**src/rtl/mdm_pkg.sv**
```systemverilog
// ----------------------------------------------------------------------------
// Mecanum drive mixer package
// Field widths, lane counts and the elaboration-time cosine generator shared
// by the mixer modules.
// ----------------------------------------------------------------------------
package mdm_pkg;

  // Field widths of the command and power words.
  localparam int unsigned HeadingW  = 9;
  localparam int unsigned CmdW      = 16;
  localparam int unsigned PowerW    = 8;
  localparam int unsigned MaxPowerW = 7;
  localparam int unsigned QuotW     = 7;
  localparam int unsigned NumWheels = 4;

  // Wheel lane order.
  localparam int unsigned WheelFl = 0;
  localparam int unsigned WheelBl = 1;
  localparam int unsigned WheelFr = 2;
  localparam int unsigned WheelBr = 3;

  localparam logic [MaxPowerW-1:0] MaxPowerReset = 7'd100;

  // Pi with 60 fraction bits, and one degree in radians in the same format.
  localparam longint unsigned PiQ60  = 64'h3243F6A8885A308D;
  localparam longint unsigned DegQ60 = PiQ60 / 64'd180;
  localparam int unsigned     SeriesTerms = 10;

  // Product of two Q60 values below 2^61, truncated to Q60.
  function automatic longint unsigned mul_q60(input longint unsigned a,
                                              input longint unsigned b);
    longint unsigned ah, al, bh, bl, mid;
    ah  = a >> 32;
    al  = a & 64'hFFFF_FFFF;
    bh  = b >> 32;
    bl  = b & 64'hFFFF_FFFF;
    mid = ah * bl + al * bh + ((al * bl) >> 32);
    return ((ah * bh) << 4) + (mid >> 28);
  endfunction

  // Truncating quotient by long division, for the small series divisors.
  function automatic longint unsigned udiv64(input longint unsigned n,
                                             input longint unsigned d);
    longint unsigned q, r;
    q = '0;
    r = '0;
    for (int i = 63; i >= 0; i--) begin
      r = {r[62:0], n[i]};
      if (r >= d) begin
        r    = r - d;
        q[i] = 1'b1;
      end
    end
    return q;
  endfunction

  // Taylor series for cosine or sine of d degrees (0 to 45) in Q60.
  function automatic longint unsigned trig_q60(input int unsigned d, input bit want_sin);
    longint unsigned x, x2, term, sum, dv;
    x    = longint'(d) * DegQ60;
    x2   = mul_q60(x, x);
    term = want_sin ? x : (64'd1 << 60);
    sum  = term;
    for (int unsigned k = 1; k <= SeriesTerms; k++) begin
      dv   = want_sin ? longint'((2 * k) * (2 * k + 1)) : longint'((2 * k - 1) * (2 * k));
      term = udiv64(mul_q60(term, x2), dv);
      if ((k % 2) == 1) sum = sum - term;
      else sum = sum + term;
    end
    return sum;
  endfunction

  // Cosine of d degrees (0 to 90) with cb fraction bits, rounded half up.
  function automatic longint unsigned cos_fix(input int unsigned d, input int unsigned cb);
    longint unsigned v;
    if (d <= 45) v = trig_q60(d, 1'b0);
    else v = trig_q60(90 - d, 1'b1);
    return (v + (64'd1 << (59 - cb))) >> (60 - cb);
  endfunction

endpackage

```
**src/rtl/mdm_scale.sv**
```systemverilog
// ----------------------------------------------------------------------------
// Mixer scaling front
// Two stages: magnitudes with their maximum, then the rounded-division
// numerators and shared denominator.
// ----------------------------------------------------------------------------
module mdm_scale #(
  parameter int unsigned COS_BITS = 16
) (
  input  logic                                 clk_i,
  input  logic                                 rst_ni,
  input  logic                                 in_valid_i,
  output logic                                 in_ready_o,
  input  logic signed [COS_BITS+17:0]          u_i [mdm_pkg::NumWheels],
  input  logic        [mdm_pkg::MaxPowerW-1:0] max_power_i,
  output logic                                 out_valid_o,
  input  logic                                 out_ready_i,
  output logic        [COS_BITS+25:0]          num_o [mdm_pkg::NumWheels],
  output logic        [COS_BITS+17:0]          den_o,
  output logic        [mdm_pkg::NumWheels-1:0] neg_o,
  output logic                                 zero_o
);

  localparam int unsigned MW = COS_BITS + 17;
  localparam int unsigned NW = COS_BITS + 26;

  logic v4_q, v5_q, adv4, adv5;

  assign adv5        = !v5_q || out_ready_i;
  assign adv4        = !v4_q || adv5;
  assign in_ready_o  = adv4;
  assign out_valid_o = v5_q;

  always_ff @(posedge clk_i or negedge rst_ni) begin
    if (!rst_ni) begin
      v4_q <= 1'b0;
      v5_q <= 1'b0;
    end else begin
      if (adv4) v4_q <= in_valid_i;
      if (adv5) v5_q <= v4_q;
    end
  end

  // Stage 4: magnitudes, signs and the largest magnitude.
  logic [MW-1:0] mag_d [mdm_pkg::NumWheels];
  logic [MW-1:0] mag_q [mdm_pkg::NumWheels];
  logic [MW-1:0] m01, m23, m_d, m_q;
  logic [mdm_pkg::NumWheels-1:0] sg_d, sg_q;

  always_comb begin
    for (int l = 0; l < mdm_pkg::NumWheels; l++) begin
      sg_d[l]  = u_i[l][MW];
      mag_d[l] = sg_d[l] ? MW'(-u_i[l]) : MW'(u_i[l]);
    end
    m01 = (mag_d[0] > mag_d[1]) ? mag_d[0] : mag_d[1];
    m23 = (mag_d[2] > mag_d[3]) ? mag_d[2] : mag_d[3];
    m_d = (m01 > m23) ? m01 : m23;
  end

  always_ff @(posedge clk_i) begin
    if (adv4 && in_valid_i) begin
      mag_q <= mag_d;
      sg_q  <= sg_d;
      m_q   <= m_d;
    end
  end

  // Stage 5: numerator 2*|u|*max_power + M over denominator 2*M.
  logic [NW-1:0] num_q [mdm_pkg::NumWheels];
  logic [MW:0]   den_q;
  logic [mdm_pkg::NumWheels-1:0] neg_q;
  logic          zero_q;

  always_ff @(posedge clk_i) begin
    if (adv5 && v4_q) begin
      for (int l = 0; l < mdm_pkg::NumWheels; l++) begin
        num_q[l] <= NW'({NW'(mag_q[l]) * NW'(max_power_i), 1'b0}) + NW'(m_q);
      end
      den_q  <= {m_q, 1'b0};
      neg_q  <= sg_q;
      zero_q <= (m_q == '0);
    end
  end

  assign num_o  = num_q;
  assign den_o  = den_q;
  assign neg_o  = neg_q;
  assign zero_o = zero_q;

endmodule

```
**config.mk**
```make
export PLATFORM = sky130hd
export DESIGN_NAME = mdm_scale
export DESIGN_NICKNAME = d
export VERILOG_FILES = /design/src/rtl/mdm_pkg.sv /design/src/rtl/mdm_scale.sv
export SDC_FILE = /design/constraint.sdc
export NUM_CORES = 2
export LEC_CHECK = 0
export ABC_AREA = 1
export BUFFER_PORTS_ARGS = -buffer_cell sky130_fd_sc_hd__buf_2
export CAP_MARGIN = 5
export CORE_MARGIN = 2
export CORE_UTILIZATION = 64
export DETAILED_ROUTE_END_ITERATION = 6
export PLACE_DENSITY = 0.83
export SYNTH_ARGS = -nofsm -noshare
export SYNTH_HDL_FRONTEND = slang
export SYNTH_SLANG_ARGS = --single-unit
```
**constraint.sdc**
```tcl
create_clock -name clk_i -period 28.7 [get_ports clk_i]
set_input_delay 8.61 -clock clk_i [delete_from_list [all_inputs] [get_ports clk_i]]
set_output_delay 8.61 -clock clk_i [all_outputs]
set_load 0.01 [all_outputs]
```
==> impl_metrics.yaml <==
detailed_routing:
  drt.antenna.violating_nets: 0
  wl_per_cell_um: 19.4
  vias_per_cell: 5.52
  drt-initial-drc-count: 5124
  firstDrtPassIters: 6
  drc_errors: 0
  vias: 55200
  routed_wirelength_um: 194000
logic_synthesis:
  netlist_area_mm2: 0.0603
  synth_top_family_by_area: "adder cells"
  synthMuxAreaShare_pct: 0
  yosysTopAreaCellShare_pct: 20.6
  synthSimpleGateAreaFrac_pct: 25.2
  synth-compound-area-share_pct: 6.62
  yosys_warnings: 0
  yosysUniqueCellTypes: 56
  synth_seq_area_share_pct: 18.5
  ys_top_cells_by_area: "fa_1 21%, edfxtp_1 18%, nand2_1 15%"
  synth-adder-area-share_pct: 30.7
  synthesis.nets: 9657
  synth.avg_cell_area_um2: 7.18
  synthCells: 8403
  synth-xor-area-share_pct: 5.22
  synth_top_cell_by_area: "fa_1"
  ys_ff_latch: 373
cts:
  clk_path_buf_depth: 3
  cts_tree: "built"
  insertion_delay_ps: 660
  post_cts_resize_count: 0
  cts-root-buf: "clkbuf_16"
  cts_buffers: 43
  hold_buffers: 0
  cts_sinks: 373
  cts_setup_buffers: 0
  clk_pin_slew_ps: 60
  htree_levels: 2
global_routing:
  grt_pass1_vias: 54400
  gr-total-overflow: 0
  grt_max_degree: 93
  track_usage_pct: 40.4
  antenna_found_initial: 9
  grt_pass1_wl_um: 302000
placed_design:
  place_congestion: 1.01
  portBuffers: 354
  dp_hpwl_um: 155000
  placedCellCount: 9897
finish:
  multi_input_area_mm2: 0.0409
  stdcell_count: 9986
  seq_area_mm2: 0.0112
  drive_gt1_share_pct: 7.40
  areaGrowthSynthToFinish_pct: 7.42
  nets: 9942
  nFillCells: 8079
sta:
  finalSetupViolCount: 0
  rsz0062_at_grt: "no"
  worst_pin_slew_ps: 1330
  drv_slew: 0
  period_share_pct: 61.8
  period_needed_ps: 17730
  relSlewSlack_pct: 11.4
  fin_skew_ps: 34.2
  hold_viol_final: 0
  final.setup.tns_ps: 0
  max_clock_freq_mhz: 56.4
hold_path:
  min_path_type: "reg -> reg"
floorplan:
  design.core.area_mm2: 0.0933
  row_count: 112
  dieArea_mm2: 0.0967
  io_pins: 356
  start_util_pct: 64.6
  fp.dieW_um: 311
  die_h_um: 311
flow_run:
  drv_cap: 0
status:
  status: "complete, no violations"
setup_path:
  worstSetupEndpointType: "primary output"
  worst_ep_required_time_ps: 20090
  crit_arrival_ps: 9120
  cp_max_fo: 3
  start_kind: "input pin"
  critPathKind: "in -> out"
-- per-layer routing --
metal  part of all wire, %  global-route usage, %  vias to the layer above  routed length, um
met1                    38                   50.3                    25700              74100
met4                   7.8                   28.6                       16              15200
met3                    11                   11.1                      590              21500
met5                  0.11                   1.83                        -                218
met2                    43                   60.6                     2725              82700
li1                      -                      -                    26100                  -
-- worst paths after layout --
path                       cells past startpoint                from                       to  slack (ps)
max in group asynchronous                      1              rst_ni  out_valid_o$_DFFE_PN0P_       20880
max                                            4         out_ready_i               in_ready_o       10970
max reg2reg                                   33  mag_q[5]$_DFFE_PP_      num_o[38]$_DFFE_PP_       22080
min reg2reg                                    0   sg_q[2]$_DFFE_PP_       neg_o[2]$_DFFE_PP_         420
min                                            0   sg_q[2]$_DFFE_PP_       neg_o[2]$_DFFE_PP_         420
min in group asynchronous                      1              rst_ni         v4_q$_DFFE_PN0N_        7730
-- through the flow --
step	util (%)	setup slack (ps)	cell area, um2	hold WS [ps]
global route	69.4	10940	64800	427
detailed placement	67.9	10980	63400	406
CTS	69.4	10970	64800	420
finish	69.4	10970	64800	421
floorplan	-	9540	60300	400
global placement	67.9	10990	63400	403
-- cells in the mapped netlist (all sizes together) --
cell / n
nand4: 85
dfrtp: 2
a31oi: 37
and3: 9
nand3b: 33
a211oi: 2
nor3: 67
nor3b: 5
a21boi: 13
xor2: 249
o21bai: 22
buf: 28
o211ai: 10
inv: 2035
nor2: 543
nand2: 2548
edfxtp: 371
clkbuf: 125
and2: 25
xnor2: 110
or2: 14
nor4: 22
conb: 1
o41ai: 1
fa: 620
a21oi: 353
o21ai: 212
ha: 487
nand3: 301
or3: 1
a21o: 24
o31ai: 15
o21a: 32
nor4b: 1
-- kinds of logic after synthesis --
family                     Yosys count
AOI/OAI and AO/OA                  721
buffers and inverters             2188
other                                1
xor gates and xnor gates           359
adders and majority gates         1107
DFF                                373
and+or+nand+nor                   3654
-- critical path, cell delays in order --
cell     delay [ps]
buf_2            90
inv_1           120
nand3_1         130
buf_2           160
-- sequential cells by signal (all words and copies together), names as in the netlist --
signal / cells
sg_q: 4
out_valid_o: 1
den_o: 32
mag_q: 132
zero_o: 1
neg_o: 4
v4_q: 1
num_o: 165
m_q: 33
-- cell usage in the layout (no fill, tap or decap), types with 68 or more instances in the layout --
cell type and n:
xnor2_1 110, xor2_1 248, nand4_1 84, nand2_1 2479, ha_1 487, nor2_1 494
fa_1 620, o21ai_0 188, buf_2 347, a21oi_1 349, nand3_1 284, edfxtp_1 371
nand2_2 68, inv_1 2017
-- area by class of cell --
type                            count  share of cell area [%]
Timing Repair Buffer              393                    3.21
Sequential cell                   373                    17.3
Antenna cell                       14                  0.0541
Clock inverter                     29                   0.481
Inverter                         2035                    11.8
Multi-Input combinational cell   5842                    63.1
Clock buffer                       46                    1.68
Tap cell                         1254                    2.42
Power is left out: the tool's default activity adds up to more than one toggle a clock period on the data nets, which glitch-free logic cannot reach.
