## src/rtl/mdm_pkg.sv

```systemverilog
// ----------------------------------------------------------------------------
// Mecanum drive mixer package
// Field widths, lane counts and the elaboration-time cosine generator shared
// by the mixer modules.
// ----------------------------------------------------------------------------
package mdm_pkg;

  // Field widths of the command and power words.
  localparam int unsigned HeadingW  = 9;
  localparam int unsigned CmdW      = 16;
  localparam int unsigned PowerW    = 8;
  localparam int unsigned MaxPowerW = 7;
  localparam int unsigned QuotW     = 7;
  localparam int unsigned NumWheels = 4;

  // Wheel lane order.
  localparam int unsigned WheelFl = 0;
  localparam int unsigned WheelBl = 1;
  localparam int unsigned WheelFr = 2;
  localparam int unsigned WheelBr = 3;

  localparam logic [MaxPowerW-1:0] MaxPowerReset = 7'd100;

  // Pi with 60 fraction bits, and one degree in radians in the same format.
  localparam longint unsigned PiQ60  = 64'h3243F6A8885A308D;
  localparam longint unsigned DegQ60 = PiQ60 / 64'd180;
  localparam int unsigned     SeriesTerms = 10;

  // Product of two Q60 values below 2^61, truncated to Q60.
  function automatic longint unsigned mul_q60(input longint unsigned a,
                                              input longint unsigned b);
    longint unsigned ah, al, bh, bl, mid;
    ah  = a >> 32;
    al  = a & 64'hFFFF_FFFF;
    bh  = b >> 32;
    bl  = b & 64'hFFFF_FFFF;
    mid = ah * bl + al * bh + ((al * bl) >> 32);
    return ((ah * bh) << 4) + (mid >> 28);
  endfunction

  // Truncating quotient by long division, for the small series divisors.
  function automatic longint unsigned udiv64(input longint unsigned n,
                                             input longint unsigned d);
    longint unsigned q, r;
    q = '0;
    r = '0;
    for (int i = 63; i >= 0; i--) begin
      r = {r[62:0], n[i]};
      if (r >= d) begin
        r    = r - d;
        q[i] = 1'b1;
      end
    end
    return q;
  endfunction

  // Taylor series for cosine or sine of d degrees (0 to 45) in Q60.
  function automatic longint unsigned trig_q60(input int unsigned d, input bit want_sin);
    longint unsigned x, x2, term, sum, dv;
    x    = longint'(d) * DegQ60;
    x2   = mul_q60(x, x);
    term = want_sin ? x : (64'd1 << 60);
    sum  = term;
    for (int unsigned k = 1; k <= SeriesTerms; k++) begin
      dv   = want_sin ? longint'((2 * k) * (2 * k + 1)) : longint'((2 * k - 1) * (2 * k));
      term = udiv64(mul_q60(term, x2), dv);
      if ((k % 2) == 1) sum = sum - term;
      else sum = sum + term;
    end
    return sum;
  endfunction

  // Cosine of d degrees (0 to 90) with cb fraction bits, rounded half up.
  function automatic longint unsigned cos_fix(input int unsigned d, input int unsigned cb);
    longint unsigned v;
    if (d <= 45) v = trig_q60(d, 1'b0);
    else v = trig_q60(90 - d, 1'b1);
    return (v + (64'd1 << (59 - cb))) >> (60 - cb);
  endfunction

endpackage

```

## src/rtl/mdm_divide.sv

```systemverilog
// ----------------------------------------------------------------------------
// Mixer divider
// Restoring divider, one quotient bit per stage over four lanes, followed by
// the sign-restoring output register.
// ----------------------------------------------------------------------------
module mdm_divide #(
  parameter int unsigned COS_BITS = 16
) (
  input  logic                                 clk_i,
  input  logic                                 rst_ni,
  input  logic                                 in_valid_i,
  output logic                                 in_ready_o,
  input  logic        [COS_BITS+25:0]          num_i [mdm_pkg::NumWheels],
  input  logic        [COS_BITS+17:0]          den_i,
  input  logic        [mdm_pkg::NumWheels-1:0] neg_i,
  input  logic                                 zero_i,
  output logic                                 out_valid_o,
  input  logic                                 out_ready_i,
  output logic signed [mdm_pkg::PowerW-1:0]    power_o [mdm_pkg::NumWheels],
  output logic                                 all_zero_o
);

  localparam int unsigned NW = COS_BITS + 26;
  localparam int unsigned DW = COS_BITS + 18;
  localparam int unsigned QW = mdm_pkg::QuotW;

  logic [QW-1:0] v_q;
  logic          ov_q;
  logic [QW:0]   adv;

  // Ready chain from the output register back to the first stage.
  always_comb begin
    adv[QW] = !ov_q || out_ready_i;
    for (int j = QW - 1; j >= 0; j--) begin
      adv[j] = !v_q[j] || adv[j+1];
    end
  end

  assign in_ready_o  = adv[0];
  assign out_valid_o = ov_q;

  always_ff @(posedge clk_i or negedge rst_ni) begin
    if (!rst_ni) begin
      v_q  <= '0;
      ov_q <= 1'b0;
    end else begin
      if (adv[0]) v_q[0] <= in_valid_i;
      for (int j = 1; j < QW; j++) begin
        if (adv[j]) v_q[j] <= v_q[j-1];
      end
      if (adv[QW]) ov_q <= v_q[QW-1];
    end
  end

  logic [NW-1:0] rem_q [QW][mdm_pkg::NumWheels];
  logic [QW-1:0] quo_q [QW][mdm_pkg::NumWheels];
  logic [DW-1:0] den_q [QW];
  logic [mdm_pkg::NumWheels-1:0] neg_q [QW];
  logic          zero_q [QW];

  // Each stage compares against the divisor shifted to its quotient bit.
  for (genvar j = 0; j < QW; j++) begin : g_stage
    logic [NW-1:0] rin [mdm_pkg::NumWheels];
    logic [QW-1:0] qin [mdm_pkg::NumWheels];
    logic [DW-1:0] din;
    logic [mdm_pkg::NumWheels-1:0] nin;
    logic          zin, vin;
    logic [NW-1:0] dsh;

    if (j == 0) begin : g_first
      assign rin = num_i;
      for (genvar l = 0; l < mdm_pkg::NumWheels; l++) begin : g_q0
        assign qin[l] = '0;
      end
      assign din = den_i;
      assign nin = neg_i;
      assign zin = zero_i;
      assign vin = in_valid_i;
    end else begin : g_next
      assign rin = rem_q[j-1];
      assign qin = quo_q[j-1];
      assign din = den_q[j-1];
      assign nin = neg_q[j-1];
      assign zin = zero_q[j-1];
      assign vin = v_q[j-1];
    end

    assign dsh = NW'(din) << (QW - 1 - j);

    always_ff @(posedge clk_i) begin
      if (adv[j] && vin) begin
        for (int l = 0; l < mdm_pkg::NumWheels; l++) begin
          if (rin[l] >= dsh) begin
            rem_q[j][l] <= rin[l] - dsh;
            quo_q[j][l] <= {qin[l][QW-2:0], 1'b1};
          end else begin
            rem_q[j][l] <= rin[l];
            quo_q[j][l] <= {qin[l][QW-2:0], 1'b0};
          end
        end
        den_q[j]  <= din;
        neg_q[j]  <= nin;
        zero_q[j] <= zin;
      end
    end
  end

  // Output register: restore signs, force zeros when every term was zero.
  logic signed [mdm_pkg::PowerW-1:0] pw_q [mdm_pkg::NumWheels];
  logic                              az_q;

  always_ff @(posedge clk_i) begin
    if (adv[QW] && v_q[QW-1]) begin
      for (int l = 0; l < mdm_pkg::NumWheels; l++) begin
        if (zero_q[QW-1]) pw_q[l] <= '0;
        else if (neg_q[QW-1][l]) pw_q[l] <= -$signed({1'b0, quo_q[QW-1][l]});
        else pw_q[l] <= $signed({1'b0, quo_q[QW-1][l]});
      end
      az_q <= zero_q[QW-1];
    end
  end

  assign power_o    = pw_q;
  assign all_zero_o = az_q;

endmodule

```

## config.mk

```make
export PLATFORM = sky130hd
export DESIGN_NAME = mdm_divide
export DESIGN_NICKNAME = d
export VERILOG_FILES = /design/src/rtl/mdm_pkg.sv /design/src/rtl/mdm_divide.sv
export SDC_FILE = /design/constraint.sdc
export NUM_CORES = 2
export LEC_CHECK = 0
export BUFFER_PORTS_ARGS = -buffer_cell sky130_fd_sc_hd__buf_4
export CORE_MARGIN = 2
export CORE_UTILIZATION = 50
export DETAILED_ROUTE_END_ITERATION = 12
export MAX_ROUTING_LAYER = met4
export PLACE_DENSITY = 0.69
export SYNTH_ARGS = -nofsm -noshare
export SYNTH_HDL_FRONTEND = slang
export SYNTH_SLANG_ARGS = --single-unit
export TNS_END_PERCENT = 5
```

## constraint.sdc

```tcl
create_clock -name clk_i -period 9 [get_ports clk_i]
set_input_delay 1.8 -clock clk_i [delete_from_list [all_inputs] [get_ports clk_i]]
set_output_delay 1.8 -clock clk_i [all_outputs]
set_load 0.05 [all_outputs]
```

==> run summary <==
status = finished, final reports clean
Clock transition at path regs = 0.06 ns
Worst EP required = 9.66 ns
Initial Util = 0.503
Final min period = 5.93 ns
critical path depth = 13
Syn Area/Cell = 9.80 um2
proportion of layout cells with a drive suffix above 1 = 0.0808
Pleak = 0.0438 uW
Critical Path Sink Type = flip-flop
Peak VDD IR = 0.000204 V
# DRC = 0
Final Max Tran Viols = 0
Worst Clk Skew = 0.0290 ns
die height = 452 um
Max Buffers Root-to-Sink = 3
area delta synth->final = 10.3%
critical path arrival = 6.59 ns
highest clock rate = 169 MHz
drt first-iter violations = 8034
Total Negative Setup Slacks = 0 ns
worst hold path type = reg -> reg
number of synthesized flops with an enable pin = 1391
Ys Warns = 0
largest net degree at the start of global routing = 163
Yosys reg bits = 1400
hold depth = 0
total CTS buffers = 158
WL final = 367 mm
CP most frequent cell = o21ai_0
worst relative slew slack = 0.0928
PnR worst setup slack = 3.07 ns
CTS tree = built
Final HPWL DP = 303 mm
crit-path cells = inv_1 -> ha_1 -> nand3_1 -> o21bai_1 -> a31o_2 -> a211oi_1 -> o211ai_1 -> a21oi_1 -> o21ai_0 -> a21boi_2 -> a21boi_1 -> buf_4 -> o21ai_0
first-pass GRT wire length = 526 mm
Horiz. Die Dim = 452 um
delay-heaviest family, CP = compound AO/OA/AOI/OAI gates
Max-cap violations = 0
setup bufs post-CTS = 0
die footprint = 204000 um2
most frequent cell after synthesis = edfxtp_1
worst slew pin tran = 1.35 ns
final setup fails = 0
synth unique cells = 108
clock latency at the later pin of the worst-skew pair = 0.85 ns
CP peak stage delay = 0.77 ns
Synth Net Count = 11400
drt pass-1 iters = 9
Cell Rows = 164
CP startpoint kind = flip-flop
WHS = 0.409 ns
Critical-path top delay cell = nand3_1
main area contributors after synthesis = edfxtp_1, ha_1, o21ai_0, nand2_1, a21oi_1
post_cts resized = 0
vias in the first global route = 81200
Top-Level Pins = 246
Cells after Synth = 10200
reg2reg path depth = 13
H-tree depth = 4
gp weighted congestion = 1.03
crit share post-route = 0.659
CTS sink cnt = 1400
Clock Tree Root = clkbuf_16
Yosys top cell by area = edfxtp_1
PD cells = 349 nW/um2
port buffer count = 245
cts hold-fix bufs = 0
Place WS = 2.75 ns
list of most frequent post-synthesis cells = edfxtp_1, nand2_1, o21ai_0, ha_1, a21oi_1
Core Region = 199000 um2
WP buf/inv = 2
via count of the routed design = 82600
Post-synth ARST share = 0.00571
share of the synthesized area in the top cell type = 0.417
Main synth FF type = edfxtp_1
GRT overflow = 0
total power = 38600 uW
worst-path fanout max = 18
Wirelength per Cell = 27.7 um
antenna violations before repair = 10
GRT Util Overall = 0.363
RSZ-0062 raised after global routing = false
Via density = 6.25
Crit Path Class = reg -> reg
final antenna-violating net count = 0
hold violation total from the final report = 0
mapped cell area = 100000 um2
sequential cell area fraction in the yosys report = 0.419
nets@finish = 11600
## per-layer routing
metal	wire length [um]	part of all wire	track usage	up-vias
met1	140000	0.38	0.415	39600
met5	0	0	-	-
met2	174000	0.47	0.596	3529
met4	32100	0.087	0.260	0
met3	21400	0.058	0.0374	882
li1	-	-	-	38700
## cells in the final DEF (no fill, tap or decap), types with 94 or more instances in the layout
cell,count
edfxtp_1,1391
nor2_1,571
nand2b_1,139
nor2b_1,132
nor3_1,189
o21a_1,112
nand2_1,1106
a21o_1,460
mux2_2,137
buf_4,311
o21ai_0,958
clkbuf_16,158
nand4_1,154
xor2_1,388
a21oi_1,793
ha_1,956
a31oi_1,99
inv_1,497
nand3_1,190
o21bai_1,94
xnor2_1,410
## worst paths after layout
check	startpoint	to	slack, ns
worst max register to register	den_q[4][4]$_DFFE_PP_	rem_q[5][108]$_DFFE_PP_	3.07
max in group asynchronous	rst_ni	v_q[5]$_DFFE_PN0N_	8.09
min in group asynchronous	rst_ni	v_q[3]$_DFFE_PN0N_	0.78
worst min register to register	quo_q[5][9]$_DFFE_PP_	quo_q[6][10]$_DFFE_PP_	0.41
worst max-delay path	den_q[4][4]$_DFFE_PP_	rem_q[5][108]$_DFFE_PP_	3.07
worst min-delay path	quo_q[5][9]$_DFFE_PP_	quo_q[6][10]$_DFFE_PP_	0.41
## cell families (layout without fill, tap and decap cells)
kind of cell             Yosys count  in the layout  share of synthesized area
AO/OA/AOI/OAI                   3191           3191                      0.200
XOR/XNOR                         798            798                     0.0697
adder cells (fa/ha/maj)          980            980                      0.124
buffers and inverters            777           1109                     0.0307
flip-flops                      1400           1400                      0.419
multiplexers                     157            157                     0.0174
other                              0              7                          0
AND/OR/NAND/NOR                 2934           2934                      0.139
## registers in the layout, indices dropped and copies added, names as in the netlist
| name | flops |
|---|---|
| all_zero_o | 1 |
| den_q | 204 |
| neg_q | 28 |
| out_valid_o | 1 |
| power_o | 32 |
| quo_q | 112 |
| rem_q | 1008 |
| v_q | 7 |
| zero_q | 7 |
## layout make-up
class                   count  area [um2]
clock buffers             186        4110
fillers                 17300       88800
well taps                2656        3320
flip-flops and latches   1400       42000
diodes                      7        17.5
multi-input cells        8060       55500
repair buffers            315        2410
inverters                 503        1900
clock inverters           105        1400
## per-stage QoR
step / cell area, um2 / std cells / utilization
3_3_place_gp: 105000 / 12900 / 0.527
2_1_floorplan: 100000 / 10200 / -
6_report: 111000 / 13200 / 0.555
3_5_place_dp: 105000 / 12900 / 0.527
4_1_cts: 111000 / 13200 / 0.555
5_1_grt: 111000 / 13200 / 0.555
## power breakdown
part	switching (uW)	internal (uW)
registers	1820	10700
clock network	2880	3960
logic	12000	7230
total	16700	21900
Power figures use the tool's default switching activity.
