<file path="src/rtl/mdm_pkg.sv">
// ----------------------------------------------------------------------------
// Mecanum drive mixer package
// Field widths, lane counts and the elaboration-time cosine generator shared
// by the mixer modules.
// ----------------------------------------------------------------------------
package mdm_pkg;

  // Field widths of the command and power words.
  localparam int unsigned HeadingW  = 9;
  localparam int unsigned CmdW      = 16;
  localparam int unsigned PowerW    = 8;
  localparam int unsigned MaxPowerW = 7;
  localparam int unsigned QuotW     = 7;
  localparam int unsigned NumWheels = 4;

  // Wheel lane order.
  localparam int unsigned WheelFl = 0;
  localparam int unsigned WheelBl = 1;
  localparam int unsigned WheelFr = 2;
  localparam int unsigned WheelBr = 3;

  localparam logic [MaxPowerW-1:0] MaxPowerReset = 7'd100;

  // Pi with 60 fraction bits, and one degree in radians in the same format.
  localparam longint unsigned PiQ60  = 64'h3243F6A8885A308D;
  localparam longint unsigned DegQ60 = PiQ60 / 64'd180;
  localparam int unsigned     SeriesTerms = 10;

  // Product of two Q60 values below 2^61, truncated to Q60.
  function automatic longint unsigned mul_q60(input longint unsigned a,
                                              input longint unsigned b);
    longint unsigned ah, al, bh, bl, mid;
    ah  = a >> 32;
    al  = a & 64'hFFFF_FFFF;
    bh  = b >> 32;
    bl  = b & 64'hFFFF_FFFF;
    mid = ah * bl + al * bh + ((al * bl) >> 32);
    return ((ah * bh) << 4) + (mid >> 28);
  endfunction

  // Truncating quotient by long division, for the small series divisors.
  function automatic longint unsigned udiv64(input longint unsigned n,
                                             input longint unsigned d);
    longint unsigned q, r;
    q = '0;
    r = '0;
    for (int i = 63; i >= 0; i--) begin
      r = {r[62:0], n[i]};
      if (r >= d) begin
        r    = r - d;
        q[i] = 1'b1;
      end
    end
    return q;
  endfunction

  // Taylor series for cosine or sine of d degrees (0 to 45) in Q60.
  function automatic longint unsigned trig_q60(input int unsigned d, input bit want_sin);
    longint unsigned x, x2, term, sum, dv;
    x    = longint'(d) * DegQ60;
    x2   = mul_q60(x, x);
    term = want_sin ? x : (64'd1 << 60);
    sum  = term;
    for (int unsigned k = 1; k <= SeriesTerms; k++) begin
      dv   = want_sin ? longint'((2 * k) * (2 * k + 1)) : longint'((2 * k - 1) * (2 * k));
      term = udiv64(mul_q60(term, x2), dv);
      if ((k % 2) == 1) sum = sum - term;
      else sum = sum + term;
    end
    return sum;
  endfunction

  // Cosine of d degrees (0 to 90) with cb fraction bits, rounded half up.
  function automatic longint unsigned cos_fix(input int unsigned d, input int unsigned cb);
    longint unsigned v;
    if (d <= 45) v = trig_q60(d, 1'b0);
    else v = trig_q60(90 - d, 1'b1);
    return (v + (64'd1 << (59 - cb))) >> (60 - cb);
  endfunction

endpackage

</file>
<file path="src/rtl/mdm_front.sv">
// ----------------------------------------------------------------------------
// Mixer front end
// Three stages: heading folding, cosine lookup with speed products, and the
// unscaled wheel terms.
// ----------------------------------------------------------------------------
module mdm_front #(
  parameter int unsigned COS_BITS = 16
) (
  input  logic                                clk_i,
  input  logic                                rst_ni,
  input  logic                                in_valid_i,
  output logic                                in_ready_o,
  input  logic        [mdm_pkg::HeadingW-1:0] heading_deg_i,
  input  logic signed [mdm_pkg::CmdW-1:0]     speed_i,
  input  logic signed [mdm_pkg::CmdW-1:0]     rotation_i,
  output logic                                out_valid_o,
  input  logic                                out_ready_i,
  output logic signed [COS_BITS+17:0]         u_o [mdm_pkg::NumWheels]
);

  localparam int unsigned W = COS_BITS + 18;

  // Folds an angle to 0..90 degrees; the top bit flags a negative cosine.
  function automatic logic [7:0] fold(input logic [8:0] x);
    logic [8:0] y;
    logic       n;
    y = x;
    n = 1'b0;
    if (y > 9'd180) y = 9'd360 - y;
    if (y > 9'd90) begin
      y = 9'd180 - y;
      n = 1'b1;
    end
    return {n, y[6:0]};
  endfunction

  // Cosine magnitudes for 0..90 degrees.
  logic [COS_BITS:0] cos_tab [91];
  for (genvar g = 0; g < 91; g++) begin : g_tab
    assign cos_tab[g] = (COS_BITS + 1)'(mdm_pkg::cos_fix(g, COS_BITS));
  end

  logic v1_q, v2_q, v3_q;
  logic adv1, adv2, adv3;

  // A stage takes a new word when it is empty or its word moves on.
  assign adv3        = !v3_q || out_ready_i;
  assign adv2        = !v2_q || adv3;
  assign adv1        = !v1_q || adv2;
  assign in_ready_o  = adv1;
  assign out_valid_o = v3_q;

  always_ff @(posedge clk_i or negedge rst_ni) begin
    if (!rst_ni) begin
      v1_q <= 1'b0;
      v2_q <= 1'b0;
      v3_q <= 1'b0;
    end else begin
      if (adv1) v1_q <= in_valid_i;
      if (adv2) v2_q <= v1_q;
      if (adv3) v3_q <= v2_q;
    end
  end

  // Stage 1: reduce the heading and fold both cosine angles.
  logic [8:0] h, ta, tb;
  logic [7:0] fa_d, fb_d;
  logic [7:0] fa_q, fb_q;
  logic signed [15:0] spd1_q, rot1_q;

  always_comb begin
    h    = (heading_deg_i >= 9'd360) ? heading_deg_i - 9'd360 : heading_deg_i;
    ta   = 9'd405 - h;
    if (ta >= 9'd360) ta = ta - 9'd360;
    tb   = h + 9'd45;
    if (tb >= 9'd360) tb = tb - 9'd360;
    fa_d = fold(ta);
    fb_d = fold(tb);
  end

  always_ff @(posedge clk_i) begin
    if (adv1 && in_valid_i) begin
      fa_q   <= fa_d;
      fb_q   <= fb_d;
      spd1_q <= speed_i;
      rot1_q <= rotation_i;
    end
  end

  // Stage 2: look up both cosines and multiply by the speed.
  logic signed [W-1:0] spd_x, ca_x, cb_x;
  logic signed [W-1:0] pa_q, pb_q;
  logic                na_q, nb_q;
  logic signed [15:0]  rot2_q;

  assign spd_x = $signed({{(W - 16){spd1_q[15]}}, spd1_q});
  assign ca_x  = $signed({{(W - COS_BITS - 1){1'b0}}, cos_tab[fa_q[6:0]]});
  assign cb_x  = $signed({{(W - COS_BITS - 1){1'b0}}, cos_tab[fb_q[6:0]]});

  always_ff @(posedge clk_i) begin
    if (adv2 && v1_q) begin
      pa_q   <= spd_x * ca_x;
      pb_q   <= spd_x * cb_x;
      na_q   <= fa_q[7];
      nb_q   <= fb_q[7];
      rot2_q <= rot1_q;
    end
  end

  // Stage 3: apply the cosine signs and add or subtract the rotation.
  logic signed [W-1:0] sa, sb, rx;
  logic signed [W-1:0] u_q [mdm_pkg::NumWheels];

  assign sa = na_q ? -pa_q : pa_q;
  assign sb = nb_q ? -pb_q : pb_q;
  assign rx = $signed({{(W - 16 - COS_BITS){rot2_q[15]}}, rot2_q, {COS_BITS{1'b0}}});

  always_ff @(posedge clk_i) begin
    if (adv3 && v2_q) begin
      u_q[mdm_pkg::WheelFl] <= sa + rx;
      u_q[mdm_pkg::WheelBl] <= sb + rx;
      u_q[mdm_pkg::WheelFr] <= sb - rx;
      u_q[mdm_pkg::WheelBr] <= sa - rx;
    end
  end

  assign u_o = u_q;

endmodule

</file>
<file path="config.mk">
export PLATFORM = sky130hd
export DESIGN_NAME = mdm_front
export DESIGN_NICKNAME = d
export VERILOG_FILES = /design/src/rtl/mdm_pkg.sv /design/src/rtl/mdm_front.sv
export SDC_FILE = /design/constraint.sdc
export NUM_CORES = 2
export LEC_CHECK = 0
export BUFFER_PORTS_ARGS = -buffer_cell sky130_fd_sc_hd__buf_2
export CAP_MARGIN = 20
export CORE_AREA = 2 2 232 463
export CTS_CLUSTER_SIZE = 10
export DETAILED_ROUTE_END_ITERATION = 8
export DIE_AREA = 0 0 234 465
export SKIP_LAST_GASP = 1
export SLEW_MARGIN = 20
export SYNTH_ARGS = -nofsm -noshare
export SYNTH_HDL_FRONTEND = slang
export SYNTH_SLANG_ARGS = --single-unit
export TNS_END_PERCENT = 10
</file>
<file path="constraint.sdc">
create_clock -name clk_i -period 12 [get_ports clk_i]
set_input_delay 0.6 -clock clk_i [delete_from_list [all_inputs] [get_ports clk_i]]
set_output_delay 0.6 -clock clk_i [all_outputs]
set_load 0.03 [all_outputs]
</file>
==> run summary <==
Fill cells -> 10,541
Leading cell type by number of instances after synthesis -> sky130_fd_sc_hd__inv_1
Final worst clock skew -> 0.0166 ns
Wire length of the first global-routing pass -> 155,000 um
Sum Neg Setup Slack -> 0 ns
Die Height -> 465 um
Cell types occupying the most area after synthesis -> sky130_fd_sc_hd__fa_1 (23%), sky130_fd_sc_hd__edfxtp_1 (19%), sky130_fd_sc_hd__ha_1 (13%), sky130_fd_sc_hd__inv_1 (6.3%), sky130_fd_sc_hd__and2_1 (4.5%)
Portion of synthesized cell area occupied by the leading cell type -> 0.230
Async set-or-reset flop fraction in the synthesized netlist -> 0.0126
Synthesis-to-finish area growth -> 8.23%
GPL Wtd Cong -> 0.926
Worst hold path type -> in2reg
Remaining global-route overflow -> 0
Setup fix buffers added after clock tree synthesis -> 0
Kind of end point of the critical path -> register
Number of enable-type register cells in the synthesized netlist -> 236
Total clock buffers created by CTS -> 29
Proportion of layout cells with a drive suffix above 1 -> 0.0889
Vias/cell -> 5.19
Multi-input combinational cell area -> 26,200 sq um
Post-DP HPWL -> 73,000 um
Top FF cell, synth -> sky130_fd_sc_hd__edfxtp_1
Worst-path maximum fanout -> 18
Quantity of gates resized following cts -> 0
MaxCap Viol Count -> 0
Result of the run -> finished clean
Register clock-pin slew on the reported worst setup and hold paths -> 0.05 ns
Final period utilization -> 0.829
DIE AREA -> 109,000 sq um
Final layout net count -> 4,924
Clk Latency, worst-skew pair -> 0.59 ns
Clk sink count -> 239
Number of levels in the clock H-tree -> 1
Clock tree root driver cell -> sky130_fd_sc_hd__clkbuf_16
Critical path's slowest cell -> sky130_fd_sc_hd__edfxtp_1
Yosys Warn Count -> 0
Sequential cell area -> 7160 sq um
Routed via count -> 28,428
Remaining design rule violation count -> 0
Portion of the post-synthesis area used by sequential elements -> 0.196
Post-synthesis cell type count -> 105
Achievable Freq -> 0.101 GHz
Cell types with the highest counts after synthesis -> sky130_fd_sc_hd__inv_1 (619), sky130_fd_sc_hd__fa_1 (420), sky130_fd_sc_hd__nand2_1 (384), sky130_fd_sc_hd__ha_1 (366), sky130_fd_sc_hd__and2_1 (263)
Row Count -> 169
Critical Setup Path Class -> reg2reg
Horiz. Die Dim -> 234 um
Min Clock Period, post-route -> 9.94 ns
Maximum number of pins on one net before global-route repair -> 82
Effective utilization at floorplan -> 0.347
Gate Count Post-Synth -> 4,043
Flip-flop and latch count after synthesis -> 239
Setup repair after global routing missed its margin -> false
Largest stage delay on the critical path -> 0.86 ns
GRT Total Usage -> 0.176
Critical Path Source Type -> register
Required time at the endpoint of the critical path -> 12.33 ns
Final Max Slew Viols -> 0
Number of port buffers -> 182
Data arrival at the endpoint of the critical path -> 10.27 ns
Post-detailed-routing wire length -> 95,800 um
Worst slew margin -> 0.270
CTS tree -> yes
Hold-fix buffers, CTS -> 1
Number of routed nets with antenna violations -> 0
Vias in the first global route -> 29,175
Most common cell type on the critical path -> sky130_fd_sc_hd__fa_1
Post-Synthesis Cell Area -> 36,600 sq um
Cell type with the highest aggregate area in the netlist -> sky130_fd_sc_hd__fa_1
Area of the core -> 106,000 sq um
Drt initial violations -> 1,849
Detailed-router iteration count before antenna repair -> 6
Clock tree buffer depth -> 3
Antenna violations before repair -> 1
Setup-violating endpoint count in the final report -> 0
Net count of the mapped netlist -> 4,874
Ant diodes -> 0
Number of placed I/O pins -> 183
Post-Syn Area per Cell -> 9.05 sq um
Actual transition at the worst max-transition pin -> 1.09 ns
Number of cells on the worst reg-to-reg path -> 30
Average wire per standard cell -> 17.5 um
Cells on Worst Hold Path -> 1
Final hold viol count -> 0
==> state kept, by name, summed over array words and instances (netlist names) <==
register	count
rot2_q	16
fb_q	8
rot1_q	16
out_valid_o	1
nb_q	1
fa_q	8
spd1_q	16
na_q	1
v1_q	1
pb_q	34
pa_q	34
v2_q	1
u_o	102
==> worst max-delay path, delay by kind of cell (launching register included) <==
| family | cells | cell delay, ns |
|---|---|---|
| AOI/OAI and AO/OA | 7 | 1.58 |
| buffers and inverters | 6 | 0.89 |
| muxes | 1 | 0.47 |
| xor gates and xnor gates | 1 | 0.09 |
| DFF | 1 | 0.86 |
| adders and majority gates | 8 | 3.80 |
| and+or+nand+nor | 7 | 1.99 |
==> cells in the final DEF, fill, tap and decap left out, types with 8 or more instances in the layout <==
master	Yosys	final
sky130_fd_sc_hd__o211ai_1	14	14
sky130_fd_sc_hd__or4_1	10	10
sky130_fd_sc_hd__and2_1	263	260
sky130_fd_sc_hd__o41ai_1	10	10
sky130_fd_sc_hd__a21o_1	45	45
sky130_fd_sc_hd__a21oi_1	210	206
sky130_fd_sc_hd__or2_2	13	13
sky130_fd_sc_hd__o31ai_1	32	31
sky130_fd_sc_hd__nor4_1	10	9
sky130_fd_sc_hd__and3_1	12	12
sky130_fd_sc_hd__xor2_1	44	44
sky130_fd_sc_hd__xnor2_1	160	160
sky130_fd_sc_hd__a221oi_1	10	10
sky130_fd_sc_hd__buf_4	35	62
sky130_fd_sc_hd__ha_1	366	366
sky130_fd_sc_hd__o21a_1	15	15
sky130_fd_sc_hd__o21ai_1	5	10
sky130_fd_sc_hd__o21bai_1	31	31
sky130_fd_sc_hd__nor2_1	212	211
sky130_fd_sc_hd__buf_2	3	182
sky130_fd_sc_hd__fa_1	420	420
sky130_fd_sc_hd__clkbuf_1	168	9
sky130_fd_sc_hd__clkbuf_16	0	29
sky130_fd_sc_hd__a21boi_0	11	11
sky130_fd_sc_hd__o22ai_1	12	12
sky130_fd_sc_hd__nand2_1	384	384
sky130_fd_sc_hd__nand2b_1	66	66
sky130_fd_sc_hd__edfxtp_1	236	236
sky130_fd_sc_hd__a31oi_1	16	16
sky130_fd_sc_hd__nand3_1	47	47
sky130_fd_sc_hd__nor2b_1	61	61
sky130_fd_sc_hd__inv_1	619	619
sky130_fd_sc_hd__mux2i_1	15	15
sky130_fd_sc_hd__a211oi_1	46	45
sky130_fd_sc_hd__mux4_2	8	8
sky130_fd_sc_hd__a311oi_1	9	9
sky130_fd_sc_hd__or3_1	20	20
sky130_fd_sc_hd__o21ai_0	175	168
sky130_fd_sc_hd__a21oi_2	4	8
sky130_fd_sc_hd__nor3_1	52	52
==> routing by layer <==
layer  part of all wire  track usage  vias up
met5                  0            0        -
met4              0.033       0.0571        0
met3              0.049       0.0142      182
met2               0.48        0.300      944
met1               0.44        0.233    13925
li1                   -            -    13377
==> kinds of logic after synthesis <==
logic type      share of synthesized area
flops                               0.196
compound gates                      0.137
simple gates                        0.162
fa+ha+maj                           0.355
buf+inv                            0.0911
mux                               0.00964
xor+xnor                           0.0497
==> stage by stage <==
| stage | utilization | cells | cell area (sq um) | setup slack, ns | hold WS [ns] |
|---|---|---|---|---|---|
| floorplan | - | 4043 | 36600 | 3.21 | 0.304 |
| global route | 0.375 | 5475 | 39600 | 1.46 | 0.166 |
| detailed placement | 0.367 | 5429 | 38700 | 2.15 | 0.401 |
| finish | 0.375 | 5475 | 39600 | 2.06 | 0.192 |
| CTS | 0.375 | 5475 | 39600 | 2.15 | 0.155 |
| global placement | 0.367 | 5429 | 38700 | 2.13 | 0.395 |
==> area by class of cell <==
cell class,instances,share of cell area
Clock buffer,39,0.0195
Clock inverter,6,0.00212
Inverter,622,0.0589
Multi-Input combinational cell,2956,0.660
Sequential cell,239,0.181
Tap cell,1368,0.0432
Timing Repair Buffer,245,0.0350
==> path summary, 6_finish.rpt <==
path	from	end	slack, ns
min in group asynchronous	rst_ni	v2_q	0.35
min reg2reg	rot1_q[14]	rot2_q[14]	0.41
min	rotation_i[12]	rot1_q[12]	0.19
max in group asynchronous	rst_ni	v1_q	11.55
max reg2reg	fa_q[1]	pa_q[33]	2.06
max	fa_q[1]	pa_q[33]	2.06
Power is not shown: default switching activity piles up to over one toggle a cycle in this logic, so the estimate is an artifact.
